$ cat config.mk
export PLATFORM = sky130hd
export DESIGN_NAME = csr_diagonal_dominance_stats_unit_flat
export DESIGN_NICKNAME = d
export VERILOG_FILES = /design/src/rtl/rdds_pkg.sv /design/src/rtl/rdds_if.sv /design/src/rtl/csr_diagonal_dominance_stats_unit.sv /design/src/rtl/rdds_front.sv /design/src/rtl/rdds_fifo.sv /design/src/rtl/rdds_div.sv /design/src/rtl/rdds_back.sv /design/src/flat_wrapper.sv
export SDC_FILE = /design/constraint.sdc
export NUM_CORES = 2
export LEC_CHECK = 0
export BUFFER_PORTS_ARGS = -buffer_cell sky130_fd_sc_hd__buf_2
export CAP_MARGIN = 20
export CORE_MARGIN = 2
export CORE_UTILIZATION = 55
export CTS_BUF_LIST = sky130_fd_sc_hd__clkbuf_4 sky130_fd_sc_hd__clkbuf_8 sky130_fd_sc_hd__clkbuf_16
export CTS_CLUSTER_SIZE = 40
export DETAILED_ROUTE_END_ITERATION = 6
export HOLD_SLACK_MARGIN = 0.02
export PLACE_DENSITY = 0.8
export SLEW_MARGIN = 10
export SYNTH_ARGS = -nofsm -noshare
export SYNTH_HDL_FRONTEND = slang
export SYNTH_SLANG_ARGS = --single-unit
$ cat constraint.sdc
create_clock -name clk -period 19.3 [get_ports clk]
set_clock_uncertainty 0.15 [all_clocks]
set_input_delay 1.93 -clock clk [delete_from_list [all_inputs] [get_ports clk]]
set_output_delay 1.93 -clock clk [all_outputs]
set_load 0.02 [all_outputs]
$ cat src/rtl/rdds_pkg.sv
// shared types and constants for the diagonal dominance statistics unit
// no dependencies
package rdds_pkg;

	localparam int unsigned MAX_ROWS_DEF = 65536;
	localparam int unsigned SUM_W        = 50;
	localparam int unsigned TOTAL_W      = 48;
	localparam int unsigned COUNT_W      = 17;
	localparam int unsigned RATIO_W      = 32;
	localparam int unsigned DVD_W        = SUM_W + 16;
	localparam int unsigned QUEUE_DEPTH  = 2;

	localparam logic [RATIO_W-1:0] RATIO_ALL = '1;
	localparam logic [SUM_W-1:0]   SUM_MAX   = '1;
	localparam logic [TOTAL_W-1:0] TOTAL_MAX = '1;
	localparam logic [COUNT_W-1:0] COUNT_MAX = '1;

	// one finished row handed from the front to the back
	typedef struct packed {
		logic [15:0]      row_number;
		logic [SUM_W-1:0] diag;
		logic [SUM_W-1:0] offdiag;
		logic             mat_end;
	} row_rec_t;

endpackage

$ cat src/rtl/rdds_if.sv
// channel interfaces: nonzero items, row results, configuration writes
// no dependencies
interface rdds_in_if;
	logic               valid;
	logic               ready;
	logic signed [31:0] value_real;
	logic signed [31:0] value_imag;
	logic [15:0]        column;
	logic [15:0]        block_size;
	logic               element_valid;
	logic               row_end;
	logic               matrix_end;

	modport source (output valid, value_real, value_imag, column, block_size,
		element_valid, row_end, matrix_end, input ready);
	modport sink (input valid, value_real, value_imag, column, block_size,
		element_valid, row_end, matrix_end, output ready);
endinterface

interface rdds_out_if;
	logic        valid;
	logic        ready;
	logic [15:0] row_number;
	logic [31:0] row_ratio;
	logic        zero_diagonal;
	logic        stats_valid;
	logic [31:0] min_ratio;
	logic [31:0] max_ratio;
	logic [31:0] avg_ratio;
	logic [16:0] rows_counted;

	modport source (output valid, row_number, row_ratio, zero_diagonal, stats_valid,
		min_ratio, max_ratio, avg_ratio, rows_counted, input ready);
	modport sink (input valid, row_number, row_ratio, zero_diagonal, stats_valid,
		min_ratio, max_ratio, avg_ratio, rows_counted, output ready);
endinterface

interface rdds_cfg_if;
	logic valid;
	logic ready;
	logic data;

	modport source (output valid, data, input ready);
	modport sink (input valid, data, output ready);
endinterface

$ cat src/rtl/csr_diagonal_dominance_stats_unit.sv
// Diagonal dominance statistics of a complex CSR matrix.
// Front: accept, square the real and imaginary parts, run the root digit loop, accumulate;
// it takes a new item only once the last is accumulated, paced by the one-digit-per-cycle square root.
// Back: the divider forms the ratio of each row with a nonzero diagonal, and at matrix end the average;
// rows queue two deep so the front keeps streaming while the back divides.
// arst_n zeroes row, block and sum state, block_mode, max, total and count; min resets to all ones.
module csr_diagonal_dominance_stats_unit import rdds_pkg::*; #(
	parameter int unsigned MAX_ROWS = MAX_ROWS_DEF
) (
	input  logic       clk,
	input  logic       arst_n,
	rdds_in_if.sink    items,
	rdds_out_if.source results,
	rdds_cfg_if.sink   cfg
);

	logic     block_mode_q;
	logic     q_push, q_pop, q_full, q_empty;
	row_rec_t q_rec, q_head;
	logic     back_idle;

	// writes only land while the front waits for an item, the queue is empty and the back is idle
	assign cfg.ready = back_idle && items.ready && q_empty;

	// configuration register
	always_ff @(posedge clk or negedge arst_n) begin
		if (!arst_n) begin
			block_mode_q <= 1'b0;
		end else if (cfg.valid && cfg.ready) begin
			block_mode_q <= cfg.data;
		end
	end

	rdds_front #(.MAX_ROWS(MAX_ROWS)) u_front (
		.clk        (clk),
		.arst_n     (arst_n),
		.items      (items),
		.block_mode (block_mode_q),
		.q_full     (q_full),
		.q_push     (q_push),
		.q_rec      (q_rec)
	);

	rdds_fifo u_fifo (
		.clk      (clk),
		.arst_n   (arst_n),
		.push     (q_push),
		.push_rec (q_rec),
		.pop      (q_pop),
		.full     (q_full),
		.empty    (q_empty),
		.head     (q_head)
	);

	rdds_back u_back (
		.clk     (clk),
		.arst_n  (arst_n),
		.q_empty (q_empty),
		.q_head  (q_head),
		.q_pop   (q_pop),
		.results (results),
		.idle    (back_idle)
	);

endmodule

$ cat src/rtl/rdds_front.sv
// front end: takes nonzeros, forms magnitudes, classifies and accumulates per row
// depends on rdds_pkg and rdds_in_if
module rdds_front import rdds_pkg::*; #(
	parameter int unsigned MAX_ROWS = MAX_ROWS_DEF
) (
	input  logic      clk,
	input  logic      arst_n,
	rdds_in_if.sink   items,
	input  logic      block_mode,
	input  logic      q_full,
	output logic      q_push,
	output row_rec_t  q_rec
);

	localparam int unsigned RW = (MAX_ROWS > 2) ? $clog2(MAX_ROWS) : 1;
	localparam int unsigned CW = ((RW > 16) ? RW : 16) + 2;
	localparam logic [RW-1:0] ROW_LAST = RW'(MAX_ROWS - 1);

	typedef enum logic [2:0] {F_IDLE, F_SQ_RE, F_SQ_IM, F_ROOT, F_ACC} fstate_t;

	fstate_t          state_q;
	logic [31:0]      abs_re_q, abs_im_q;
	logic [15:0]      column_q, bsz_q;
	logic             valid_q, row_done_q, mat_end_q;
	logic [63:0]      sq_q;
	logic [34:0]      rem_q;
	logic [31:0]      root_q;
	logic [4:0]       step_q;
	logic [RW-1:0]    current_row_q, block_first_q;
	logic [15:0]      block_off_q;
	logic [SUM_W-1:0] diag_q, offdiag_q;

	logic [31:0]      mul_a;
	logic [63:0]      mul_p;
	logic [35:0]      r_try;
	logic [35:0]      t_try;
	logic             take;
	logic [15:0]      bsz_in;
	logic [CW-1:0]    col_x, bfr_x;
	logic             is_diag;
	logic [SUM_W:0]   diag_add, off_add;
	logic [SUM_W-1:0] diag_new, off_new;
	logic [RW-1:0]    next_row;
	logic [16:0]      off_inc;

	assign items.ready = (state_q == F_IDLE);
	assign take        = items.valid && items.ready;
	assign bsz_in      = (items.block_size == 16'd0) ? 16'd1 : items.block_size;

	// one shared squarer
	assign mul_a = (state_q == F_SQ_RE) ? abs_re_q : abs_im_q;
	assign mul_p = 64'(mul_a) * 64'(mul_a);

	// one root digit per cycle
	assign r_try = {rem_q[33:0], sq_q[63:62]};
	assign t_try = {2'b00, root_q, 2'b01};

	// diagonal test and saturating accumulate
	assign col_x = CW'(column_q);
	assign bfr_x = CW'(block_first_q);
	always_comb begin
		if (block_mode) begin
			is_diag = (col_x >= bfr_x) && (col_x < bfr_x + CW'(bsz_q));
		end else begin
			is_diag = (col_x == CW'(current_row_q));
		end
	end

	assign diag_add = {1'b0, diag_q} + (SUM_W+1)'(root_q);
	assign off_add  = {1'b0, offdiag_q} + (SUM_W+1)'(root_q);
	always_comb begin
		diag_new = diag_q;
		off_new  = offdiag_q;
		if (valid_q) begin
			if (is_diag) begin
				diag_new = diag_add[SUM_W] ? SUM_MAX : diag_add[SUM_W-1:0];
			end else begin
				off_new = off_add[SUM_W] ? SUM_MAX : off_add[SUM_W-1:0];
			end
		end
	end

	assign next_row = (current_row_q == ROW_LAST) ? '0 : current_row_q + RW'(1);
	assign off_inc  = {1'b0, block_off_q} + 17'd1;

	assign q_push = (state_q == F_ACC) && row_done_q && !q_full;
	always_comb begin
		q_rec.row_number = 16'(current_row_q);
		q_rec.diag       = diag_new;
		q_rec.offdiag    = off_new;
		q_rec.mat_end    = mat_end_q;
	end

	// sequencer and row state
	always_ff @(posedge clk or negedge arst_n) begin
		if (!arst_n) begin
			state_q       <= F_IDLE;
			current_row_q <= '0;
			block_first_q <= '0;
			block_off_q   <= '0;
			diag_q        <= '0;
			offdiag_q     <= '0;
		end else begin
			case (state_q)
				F_IDLE: begin
					if (take) begin
						state_q <= items.element_valid ? F_SQ_RE : F_ACC;
					end
				end
				F_SQ_RE: begin
					state_q <= F_SQ_IM;
				end
				F_SQ_IM: begin
					state_q <= F_ROOT;
				end
				F_ROOT: begin
					if (step_q == 5'd31) begin
						state_q <= F_ACC;
					end
				end
				F_ACC: begin
					if (!row_done_q) begin
						diag_q    <= diag_new;
						offdiag_q <= off_new;
						state_q   <= F_IDLE;
					end else if (!q_full) begin
						state_q   <= F_IDLE;
						diag_q    <= '0;
						offdiag_q <= '0;
						if (mat_end_q) begin
							current_row_q <= '0;
							block_first_q <= '0;
							block_off_q   <= '0;
						end else begin
							current_row_q <= next_row;
							if (next_row == '0 || off_inc >= {1'b0, bsz_q}) begin
								block_first_q <= next_row;
								block_off_q   <= '0;
							end else begin
								block_off_q <= off_inc[15:0];
							end
						end
					end
				end
				default: begin
					state_q <= F_IDLE;
				end
			endcase
		end
	end

	// item and datapath registers
	always_ff @(posedge clk) begin
		if (take) begin
			abs_re_q   <= items.value_real[31] ? 32'(-items.value_real) : 32'(items.value_real);
			abs_im_q   <= items.value_imag[31] ? 32'(-items.value_imag) : 32'(items.value_imag);
			column_q   <= items.column;
			bsz_q      <= bsz_in;
			valid_q    <= items.element_valid;
			row_done_q <= items.row_end || items.matrix_end;
			mat_end_q  <= items.matrix_end;
			root_q     <= '0;
		end
		if (state_q == F_SQ_RE) begin
			sq_q <= mul_p;
		end
		if (state_q == F_SQ_IM) begin
			sq_q   <= sq_q + mul_p;
			rem_q  <= '0;
			root_q <= '0;
			step_q <= '0;
		end
		if (state_q == F_ROOT) begin
			sq_q   <= {sq_q[61:0], 2'b00};
			step_q <= step_q + 5'd1;
			if (r_try >= t_try) begin
				rem_q  <= 35'(r_try - t_try);
				root_q <= {root_q[30:0], 1'b1};
			end else begin
				rem_q  <= r_try[34:0];
				root_q <= {root_q[30:0], 1'b0};
			end
		end
	end

endmodule

$ cat src/rtl/rdds_fifo.sv
// short queue of finished rows between front and back
// depends on rdds_pkg
module rdds_fifo import rdds_pkg::*; (
	input  logic     clk,
	input  logic     arst_n,
	input  logic     push,
	input  row_rec_t push_rec,
	input  logic     pop,
	output logic     full,
	output logic     empty,
	output row_rec_t head
);

	localparam int unsigned PW = $clog2(QUEUE_DEPTH);

	row_rec_t        mem_q [QUEUE_DEPTH];
	logic [PW-1:0]   wr_q, rd_q;
	logic [PW:0]     cnt_q;

	assign full  = (cnt_q == (PW+1)'(QUEUE_DEPTH));
	assign empty = (cnt_q == '0);
	assign head  = mem_q[rd_q];

	// pointers and fill count
	always_ff @(posedge clk or negedge arst_n) begin
		if (!arst_n) begin
			wr_q  <= '0;
			rd_q  <= '0;
			cnt_q <= '0;
		end else begin
			if (push) begin
				wr_q <= (wr_q == PW'(QUEUE_DEPTH - 1)) ? '0 : wr_q + PW'(1);
			end
			if (pop) begin
				rd_q <= (rd_q == PW'(QUEUE_DEPTH - 1)) ? '0 : rd_q + PW'(1);
			end
			if (push && !pop) begin
				cnt_q <= cnt_q + (PW+1)'(1);
			end else if (pop && !push) begin
				cnt_q <= cnt_q - (PW+1)'(1);
			end
		end
	end

	// entry storage
	always_ff @(posedge clk) begin
		if (push) begin
			mem_q[wr_q] <= push_rec;
		end
	end

endmodule

$ cat src/rtl/rdds_div.sv
// restoring divider, one quotient bit per cycle, quotient saturated to 32 bits
// depends on rdds_pkg
module rdds_div import rdds_pkg::*; (
	input  logic               clk,
	input  logic               arst_n,
	input  logic               start,
	input  logic [DVD_W-1:0]   dividend,
	input  logic [SUM_W-1:0]   divisor,
	output logic               done,
	output logic [RATIO_W-1:0] quotient
);

	localparam int unsigned CNT_W = $clog2(DVD_W + 1);

	logic               busy_q;
	logic [CNT_W-1:0]   cnt_q;
	logic [DVD_W-1:0]   dvd_q;
	logic [SUM_W-1:0]   dsr_q;
	logic [SUM_W-1:0]   rem_q;
	logic [RATIO_W-1:0] quo_q;
	logic               sat_q;
	logic [SUM_W:0]     r_try;
	logic               fits;

	assign r_try    = {rem_q, dvd_q[DVD_W-1]};
	assign fits     = (r_try >= {1'b0, dsr_q});
	assign done     = busy_q && (cnt_q == '0);
	assign quotient = sat_q ? RATIO_ALL : quo_q;

	// iteration control
	always_ff @(posedge clk or negedge arst_n) begin
		if (!arst_n) begin
			busy_q <= 1'b0;
			cnt_q  <= '0;
		end else begin
			if (start) begin
				busy_q <= 1'b1;
				cnt_q  <= CNT_W'(DVD_W);
			end else if (done) begin
				busy_q <= 1'b0;
			end else if (busy_q) begin
				cnt_q <= cnt_q - CNT_W'(1);
			end
		end
	end

	// shift and subtract
	always_ff @(posedge clk) begin
		if (start) begin
			dvd_q <= dividend;
			dsr_q <= divisor;
			rem_q <= '0;
			quo_q <= '0;
			sat_q <= 1'b0;
		end else if (busy_q && cnt_q != '0) begin
			dvd_q <= {dvd_q[DVD_W-2:0], 1'b0};
			rem_q <= fits ? SUM_W'(r_try - {1'b0, dsr_q}) : r_try[SUM_W-1:0];
			quo_q <= {quo_q[RATIO_W-2:0], fits};
			sat_q <= sat_q | quo_q[RATIO_W-1];
		end
	end

endmodule

$ cat src/rtl/rdds_back.sv
// back end: row ratio, running statistics and the result register
// depends on rdds_pkg, rdds_div and rdds_out_if
module rdds_back import rdds_pkg::*; (
	input  logic      clk,
	input  logic      arst_n,
	input  logic      q_empty,
	input  row_rec_t  q_head,
	output logic      q_pop,
	rdds_out_if.source results,
	output logic      idle
);

	typedef enum logic [2:0] {B_IDLE, B_DIV, B_STAT, B_AVG_GO, B_AVG, B_OUT} bstate_t;

	bstate_t            state_q;
	row_rec_t           rec_q;
	logic [RATIO_W-1:0] ratio_q;
	logic               zero_q;
	logic [RATIO_W-1:0] min_q, max_q, avg_q;
	logic [TOTAL_W-1:0] total_q;
	logic [COUNT_W-1:0] count_q;
	logic               out_valid_q;

	logic               div_start, div_done;
	logic [DVD_W-1:0]   div_dvd;
	logic [SUM_W-1:0]   div_dsr;
	logic [RATIO_W-1:0] div_quo;
	logic [TOTAL_W:0]   total_add;
	logic               out_free;
	logic               out_load;

	assign q_pop    = (state_q == B_IDLE) && !q_empty;
	assign out_free = !out_valid_q || results.ready;
	assign out_load = (state_q == B_OUT) && out_free;
	assign idle     = (state_q == B_IDLE) && q_empty && !out_valid_q;

	// divider operands: ratio on a new row, average once the statistics settle
	always_comb begin
		div_start = 1'b0;
		div_dvd   = {q_head.offdiag, 16'd0};
		div_dsr   = q_head.diag;
		if (state_q == B_IDLE) begin
			div_start = !q_empty && (q_head.diag != '0);
		end else if (state_q == B_AVG_GO) begin
			div_start = (count_q != '0);
			div_dvd   = DVD_W'(total_q);
			div_dsr   = SUM_W'(count_q);
		end
	end

	rdds_div u_div (
		.clk      (clk),
		.arst_n   (arst_n),
		.start    (div_start),
		.dividend (div_dvd),
		.divisor  (div_dsr),
		.done     (div_done),
		.quotient (div_quo)
	);

	assign total_add = {1'b0, total_q} + (TOTAL_W+1)'(ratio_q);

	// sequencer, statistics and result register
	always_ff @(posedge clk or negedge arst_n) begin
		if (!arst_n) begin
			state_q     <= B_IDLE;
			min_q       <= RATIO_ALL;
			max_q       <= '0;
			total_q     <= '0;
			count_q     <= '0;
			out_valid_q <= 1'b0;
		end else begin
			if (out_load) begin
				out_valid_q <= 1'b1;
			end else if (results.ready) begin
				out_valid_q <= 1'b0;
			end
			case (state_q)
				B_IDLE: begin
					if (!q_empty) begin
						rec_q   <= q_head;
						zero_q  <= (q_head.diag == '0);
						ratio_q <= RATIO_ALL;
						state_q <= (q_head.diag == '0) ? B_STAT : B_DIV;
					end
				end
				B_DIV: begin
					if (div_done) begin
						ratio_q <= div_quo;
						state_q <= B_STAT;
					end
				end
				B_STAT: begin
					avg_q <= '0;
					if (!zero_q) begin
						if (ratio_q < min_q) begin
							min_q <= ratio_q;
						end
						if (ratio_q > max_q) begin
							max_q <= ratio_q;
						end
						total_q <= total_add[TOTAL_W] ? TOTAL_MAX : total_add[TOTAL_W-1:0];
						if (count_q != COUNT_MAX) begin
							count_q <= count_q + COUNT_W'(1);
						end
					end
					state_q <= rec_q.mat_end ? B_AVG_GO : B_OUT;
				end
				// average division starts from the settled total and count
				B_AVG_GO: begin
					state_q <= (count_q != '0) ? B_AVG : B_OUT;
				end
				B_AVG: begin
					if (div_done) begin
						avg_q   <= div_quo;
						state_q <= B_OUT;
					end
				end
				B_OUT: begin
					if (out_load) begin
						results.row_number    <= rec_q.row_number;
						results.row_ratio     <= ratio_q;
						results.zero_diagonal <= zero_q;
						results.stats_valid   <= rec_q.mat_end;
						results.min_ratio     <= rec_q.mat_end ? min_q : '0;
						results.max_ratio     <= rec_q.mat_end ? max_q : '0;
						results.avg_ratio     <= rec_q.mat_end ? avg_q : '0;
						results.rows_counted  <= rec_q.mat_end ? count_q : '0;
						if (rec_q.mat_end) begin
							min_q   <= RATIO_ALL;
							max_q   <= '0;
							total_q <= '0;
							count_q <= '0;
						end
						state_q <= B_IDLE;
					end
				end
				default: begin
					state_q <= B_IDLE;
				end
			endcase
		end
	end

	assign results.valid = out_valid_q;

endmodule
$ cat src/flat_wrapper.sv
// flat-port wrapper written by rule: the top's interface ports become plain ports
module csr_diagonal_dominance_stats_unit_flat import rdds_pkg::*;
#(
	parameter int unsigned MAX_ROWS = MAX_ROWS_DEF
)
  (clk, arst_n, items_valid, items_value_real, items_value_imag, items_column, items_block_size, items_element_valid, items_row_end, items_matrix_end, items_ready, results_valid, results_row_number, results_row_ratio, results_zero_diagonal, results_stats_valid, results_min_ratio, results_max_ratio, results_avg_ratio, results_rows_counted, results_ready, cfg_valid, cfg_data, cfg_ready);
  rdds_in_if items_i ();
  rdds_out_if results_i ();
  rdds_cfg_if cfg_i ();
  input  logic clk;
  input  logic arst_n;
  input wire logic [$bits(items_i.valid)-1:0] items_valid;
  input wire logic [$bits(items_i.value_real)-1:0] items_value_real;
  input wire logic [$bits(items_i.value_imag)-1:0] items_value_imag;
  input wire logic [$bits(items_i.column)-1:0] items_column;
  input wire logic [$bits(items_i.block_size)-1:0] items_block_size;
  input wire logic [$bits(items_i.element_valid)-1:0] items_element_valid;
  input wire logic [$bits(items_i.row_end)-1:0] items_row_end;
  input wire logic [$bits(items_i.matrix_end)-1:0] items_matrix_end;
  output wire logic [$bits(items_i.ready)-1:0] items_ready;
  output wire logic [$bits(results_i.valid)-1:0] results_valid;
  output wire logic [$bits(results_i.row_number)-1:0] results_row_number;
  output wire logic [$bits(results_i.row_ratio)-1:0] results_row_ratio;
  output wire logic [$bits(results_i.zero_diagonal)-1:0] results_zero_diagonal;
  output wire logic [$bits(results_i.stats_valid)-1:0] results_stats_valid;
  output wire logic [$bits(results_i.min_ratio)-1:0] results_min_ratio;
  output wire logic [$bits(results_i.max_ratio)-1:0] results_max_ratio;
  output wire logic [$bits(results_i.avg_ratio)-1:0] results_avg_ratio;
  output wire logic [$bits(results_i.rows_counted)-1:0] results_rows_counted;
  input wire logic [$bits(results_i.ready)-1:0] results_ready;
  input wire logic [$bits(cfg_i.valid)-1:0] cfg_valid;
  input wire logic [$bits(cfg_i.data)-1:0] cfg_data;
  output wire logic [$bits(cfg_i.ready)-1:0] cfg_ready;
  assign items_i.valid = items_valid;
  assign items_i.value_real = items_value_real;
  assign items_i.value_imag = items_value_imag;
  assign items_i.column = items_column;
  assign items_i.block_size = items_block_size;
  assign items_i.element_valid = items_element_valid;
  assign items_i.row_end = items_row_end;
  assign items_i.matrix_end = items_matrix_end;
  assign items_ready = items_i.ready;
  assign results_valid = results_i.valid;
  assign results_row_number = results_i.row_number;
  assign results_row_ratio = results_i.row_ratio;
  assign results_zero_diagonal = results_i.zero_diagonal;
  assign results_stats_valid = results_i.stats_valid;
  assign results_min_ratio = results_i.min_ratio;
  assign results_max_ratio = results_i.max_ratio;
  assign results_avg_ratio = results_i.avg_ratio;
  assign results_rows_counted = results_i.rows_counted;
  assign results_i.ready = results_ready;
  assign cfg_i.valid = cfg_valid;
  assign cfg_i.data = cfg_data;
  assign cfg_ready = cfg_i.ready;
  csr_diagonal_dominance_stats_unit #(.MAX_ROWS(MAX_ROWS)) u_core (.clk(clk), .arst_n(arst_n), .items(items_i), .results(results_i), .cfg(cfg_i));
endmodule
==> insert_results.sql <==
INSERT INTO impl_metrics (metric_group, metric, value, unit) VALUES
('die', 'die_y', '425', 'um'),
('yosys', 'synth_compound_area_share', '14.6', '%'),
('die', 'die-area', '181000', 'um^2'),
('routing', 'drt-pass1-iter-count', '7', ''),
('layout', 'final_common_cell', 'sky130_fd_sc_hd__inv_1', ''),
('yosys', 'mappedNetlistNets', '11600', ''),
('timing', 'relSlewSlack', '20.2', '%'),
('timing', 'peak_clock_frequency_supported_by_timing', '0.0703', 'GHz'),
('worst_hold_path', 'whs_endpoint', 'u_core.u_back.results.row_number[2]$_DFFE_PP_', ''),
('critical_path', 'critical_path_arrival', '14.61', 'ns'),
('critical_path', 'crit_slowest_cell', 'sky130_fd_sc_hd__clkinv_1', ''),
('critical_path', 'critPathKind', 'flop to flop', ''),
('cts', 'postCtsHoldBufs', '0', ''),
('routing', 'number_of_vias_after_detailed_routing', '76100', ''),
('cts', 'post_cts_gate_resize_count', '0', ''),
('yosys', 'synth_edf_count', '827', ''),
('critical_path', 'worst-r2r-cell-count', '38', ''),
('routing', 'finalWirelength', '272000', 'um'),
('worst_hold_path', 'worstHoldStart', 'u_core.u_back.rec_q[103]$_DFFE_PP_', ''),
('critical_path', 'crit-reg2reg-capture', 'u_core.u_front.sq_q[59]$_DFFE_PP_', ''),
('timing', 'tightestPinTransition', '1.17', 'ns'),
('grt', 'grt_pass1_wl', '430000', 'um'),
('yosys', 'synthXorXnorAreaFrac', '3.82', '%'),
('cts', 'cts_max_level', '4', ''),
('cts', 'numClockSinks', '1209', ''),
('yosys', 'yosys-mux-area-fraction', '2.01', '%'),
('routing', 'drt_iter0_markers', '8017', ''),
('yosys', 'syn-instance-count', '9995', ''),
('timing', 'final.setup.tns', '0', 'ns'),
('timing', 'timing.final.hold_violations', '0', ''),
('timing', 'timing.final.crit_share', '73.7', '%'),
('cts', 'worst_skew_pair.late_latency', '0.81', 'ns'),
('cts', 'post_cts.repair.setup_buffers', '0', ''),
('placed_design', 'gp_congestion', '0.988', ''),
('die', 'boundaryPins', '271', ''),
('placed_design', 'io_buffers', '270', ''),
('flow_run', 'timing.max_cap.violations', '0', ''),
('critical_path', 'endpoint_kind', 'flop', ''),
('yosys', 'synth_top_family_by_area', 'adder cells', ''),
('routing', 'route.detailed.vias_per_inst', '6.09', ''),
('yosys', 'synth.yosys.seq_area_share', '34.9', '%'),
('run_status', 'run_status', 'finished clean', ''),
('critical_path', 'most_used_cell_cp', 'sky130_fd_sc_hd__fa_1', ''),
('critical_path', 'worst_ep_required_time', '19.69', 'ns'),
('routing', 'detail_route.wl_per_cell', '21.8', 'um'),
('die', 'placeableCoreArea', '176000', 'um^2'),
('timing', 'setup_repair_after_global_routing_missed_its_margin', 'no', ''),
('critical_path', 'critPathMaxFanout', '47', ''),
('placed_design', 'post-dp-hpwl', '202000', 'um'),
('grt', 'grt_overflow', '0', ''),
('layout', 'areaGrowthSynthToFinish', '8.29', '%'),
('worst_hold_path', 'worst_min_delay_path_class', 'flop to flop', ''),
('yosys', 'synth.ff_latch_count', '1209', ''),
('die', 'die_span_x', '425', 'um'),
('critical_path', 'critical_path.startpoint_type', 'flop', ''),
('routing', 'drc_errors', '0', ''),
('cts', 'clock_tree.root_cell', 'sky130_fd_sc_hd__clkbuf_16', ''),
('grt', 'first_global_vias', '76100', ''),
('timing', 'final_slew_viol_count', '0', ''),
('yosys', 'synth_simple_gate_area_share', '12.5', '%'),
('layout', 'layout-drive-gt1-share', '7.67', '%'),
('cts', 'worst_setup_hold_path_clk_slew', '0.06', 'ns'),
('yosys', 'ys_dominant_reg_cell', 'sky130_fd_sc_hd__edfxtp_1', ''),
('grt', 'pin_count_of_the_biggest_net_entering_global_routing', '127', ''),
('yosys', 'async_reset_ff_share', '24.6', '%'),
('yosys', 'post_synth.cell_area_avg', '9.75', 'um^2'),
('yosys', 'ys_warn_count', '0', ''),
('cts', 'cts_tree', 'built', ''),
('layout', 'most-common-layout-cells', 'sky130_fd_sc_hd__inv_1 (1354), sky130_fd_sc_hd__nand2_1 (841), sky130_fd_sc_hd__edfxtp_1 (827)', ''),
('cts', 'numCtsBuffers', '132', ''),
('grt', 'grt_usage', '30.2', '%');
-- synthesized netlist by cell type (21+ instances only) --
cell	n	area [um^2]
sky130_fd_sc_hd__a31oi_1	90	563
sky130_fd_sc_hd__buf_2	26	130
sky130_fd_sc_hd__inv_1	1355	5090
sky130_fd_sc_hd__xnor2_1	281	2460
sky130_fd_sc_hd__and2_1	158	988
sky130_fd_sc_hd__a21o_1	251	1880
sky130_fd_sc_hd__o211ai_1	37	278
sky130_fd_sc_hd__and3_1	81	507
sky130_fd_sc_hd__nand3_1	204	1020
sky130_fd_sc_hd__clkbuf_1	382	1430
sky130_fd_sc_hd__nand2b_1	86	538
sky130_fd_sc_hd__nor3_1	132	661
sky130_fd_sc_hd__or3_1	36	225
sky130_fd_sc_hd__ha_1	677	8470
sky130_fd_sc_hd__nor2_1	806	3030
sky130_fd_sc_hd__a211oi_1	99	743
sky130_fd_sc_hd__o31ai_1	58	435
sky130_fd_sc_hd__nand2_1	846	3180
sky130_fd_sc_hd__a21oi_1	642	3210
sky130_fd_sc_hd__buf_1	53	199
sky130_fd_sc_hd__nand4_1	99	619
sky130_fd_sc_hd__nor4_1	51	319
sky130_fd_sc_hd__dfstp_2	32	841
sky130_fd_sc_hd__xor2_1	144	1260
sky130_fd_sc_hd__edfxtp_1	827	24800
sky130_fd_sc_hd__o21bai_1	67	503
sky130_fd_sc_hd__o21a_1	97	728
sky130_fd_sc_hd__o21ai_0	502	2510
sky130_fd_sc_hd__a21boi_0	21	158
sky130_fd_sc_hd__dfrtp_1	265	6630
sky130_fd_sc_hd__mux2_2	43	484
sky130_fd_sc_hd__fa_1	798	16000
sky130_fd_sc_hd__a22o_1	64	561
sky130_fd_sc_hd__nor2b_1	52	325
sky130_fd_sc_hd__mux2i_1	147	1470
sky130_fd_sc_hd__dfxtp_1	85	1700
sky130_fd_sc_hd__o32a_1	32	320
-- worst max path at each step --
stage	cells past startpoint	slack, ns	startpoint	endpoint
after floorplan	43	7.62	u_core.u_front.state_q[0]$_DFFE_PN0P_	u_core.u_front.sq_q[58]$_DFFE_PP_
after global placement	39	5.87	u_core.u_front.state_q[0]$_DFFE_PN0P_	u_core.u_front.sq_q[59]$_DFFE_PP_
after detailed placement	39	5.71	u_core.u_front.state_q[0]$_DFFE_PN0P_	u_core.u_front.sq_q[59]$_DFFE_PP_
after CTS	39	5.54	u_core.u_front.state_q[0]$_DFFE_PN0P_	u_core.u_front.sq_q[59]$_DFFE_PP_
after global routing	38	4.41	u_core.u_front.state_q[0]$_DFFE_PN0P_	u_core.u_front.sq_q[59]$_DFFE_PP_
final	38	5.08	u_core.u_front.state_q[0]$_DFFE_PN0P_	u_core.u_front.sq_q[59]$_DFFE_PP_
-- per-stage QoR --
stage               area (um^2)  instances  hold slack [ns]  utilization [%]  worst slack (ns)
floorplan                 97400       9995            0.250                -              7.62
global placement         101000      12200            0.254             57.3              5.87
detailed placement       101000      12200            0.255             57.3              5.71
CTS                      105000      12500            0.267             59.9              5.54
global route             106000      12500            0.286             59.9              4.41
finish                   106000      12500            0.267             59.9              5.08
-- logic make-up after synthesis --
group                      after synthesis
buffers and inverters                 1833
AOI/OAI and AO/OA                     2215
DFF                                   1209
muxes                                  190
xor gates and xnor gates               425
other                                    2
and+or+nand+nor                       2646
adders and majority gates             1475
-- sequential cells by signal, summed over array words and instances (netlist names), 34 cells and up --
signal	count
u_core.u_fifo.mem_q	234
u_core.u_front.sq_q	64
u_core.u_back.u_div.dsr_q	50
u_core.u_back.u_div.dvd_q	66
u_core.u_front.offdiag_q	50
u_core.u_front.diag_q	50
u_core.u_back.u_div.rem_q	50
u_core.u_back.total_q	48
u_core.u_front.rem_q	34
-- critical path: cells and delay by family (launching register included) --
kind | cells | cell delay (ns)
AO/OA/AOI/OAI | 10 | 3.13
XOR/XNOR | 2 | 0.30
adder cells (fa/ha/maj) | 10 | 4.99
buffers and inverters | 7 | 1.86
flip-flops | 1 | 0.74
multiplexers | 1 | 0.63
AND/OR/NAND/NOR | 8 | 2.07
-- per-layer routing --
layer | global-route usage (%) | wire length (um) | share of wire, %
met1 | 41.8 | 111000 | 41
met2 | 47.1 | 123000 | 45
met3 | 6.41 | 27100 | 10
met4 | 10.8 | 10700 | 3.9
met5 | 0 | 27 | 0.0099
-- cell type report --
cell class,instances,area [um^2],share of cell area (%)
clock inverters,85,956,0.906
well taps,2340,2930,2.77
multi-input cells,6953,56800,53.8
diodes,3,7.51,0.00711
clock buffers,159,3580,3.39
inverters,1371,5150,4.88
flip-flops and latches,1209,34000,32.2
repair buffers,362,2100,1.99
Power is left out: the tool's default activity adds up to more than one toggle a clock period on the data nets, which glitch-free logic cannot reach.
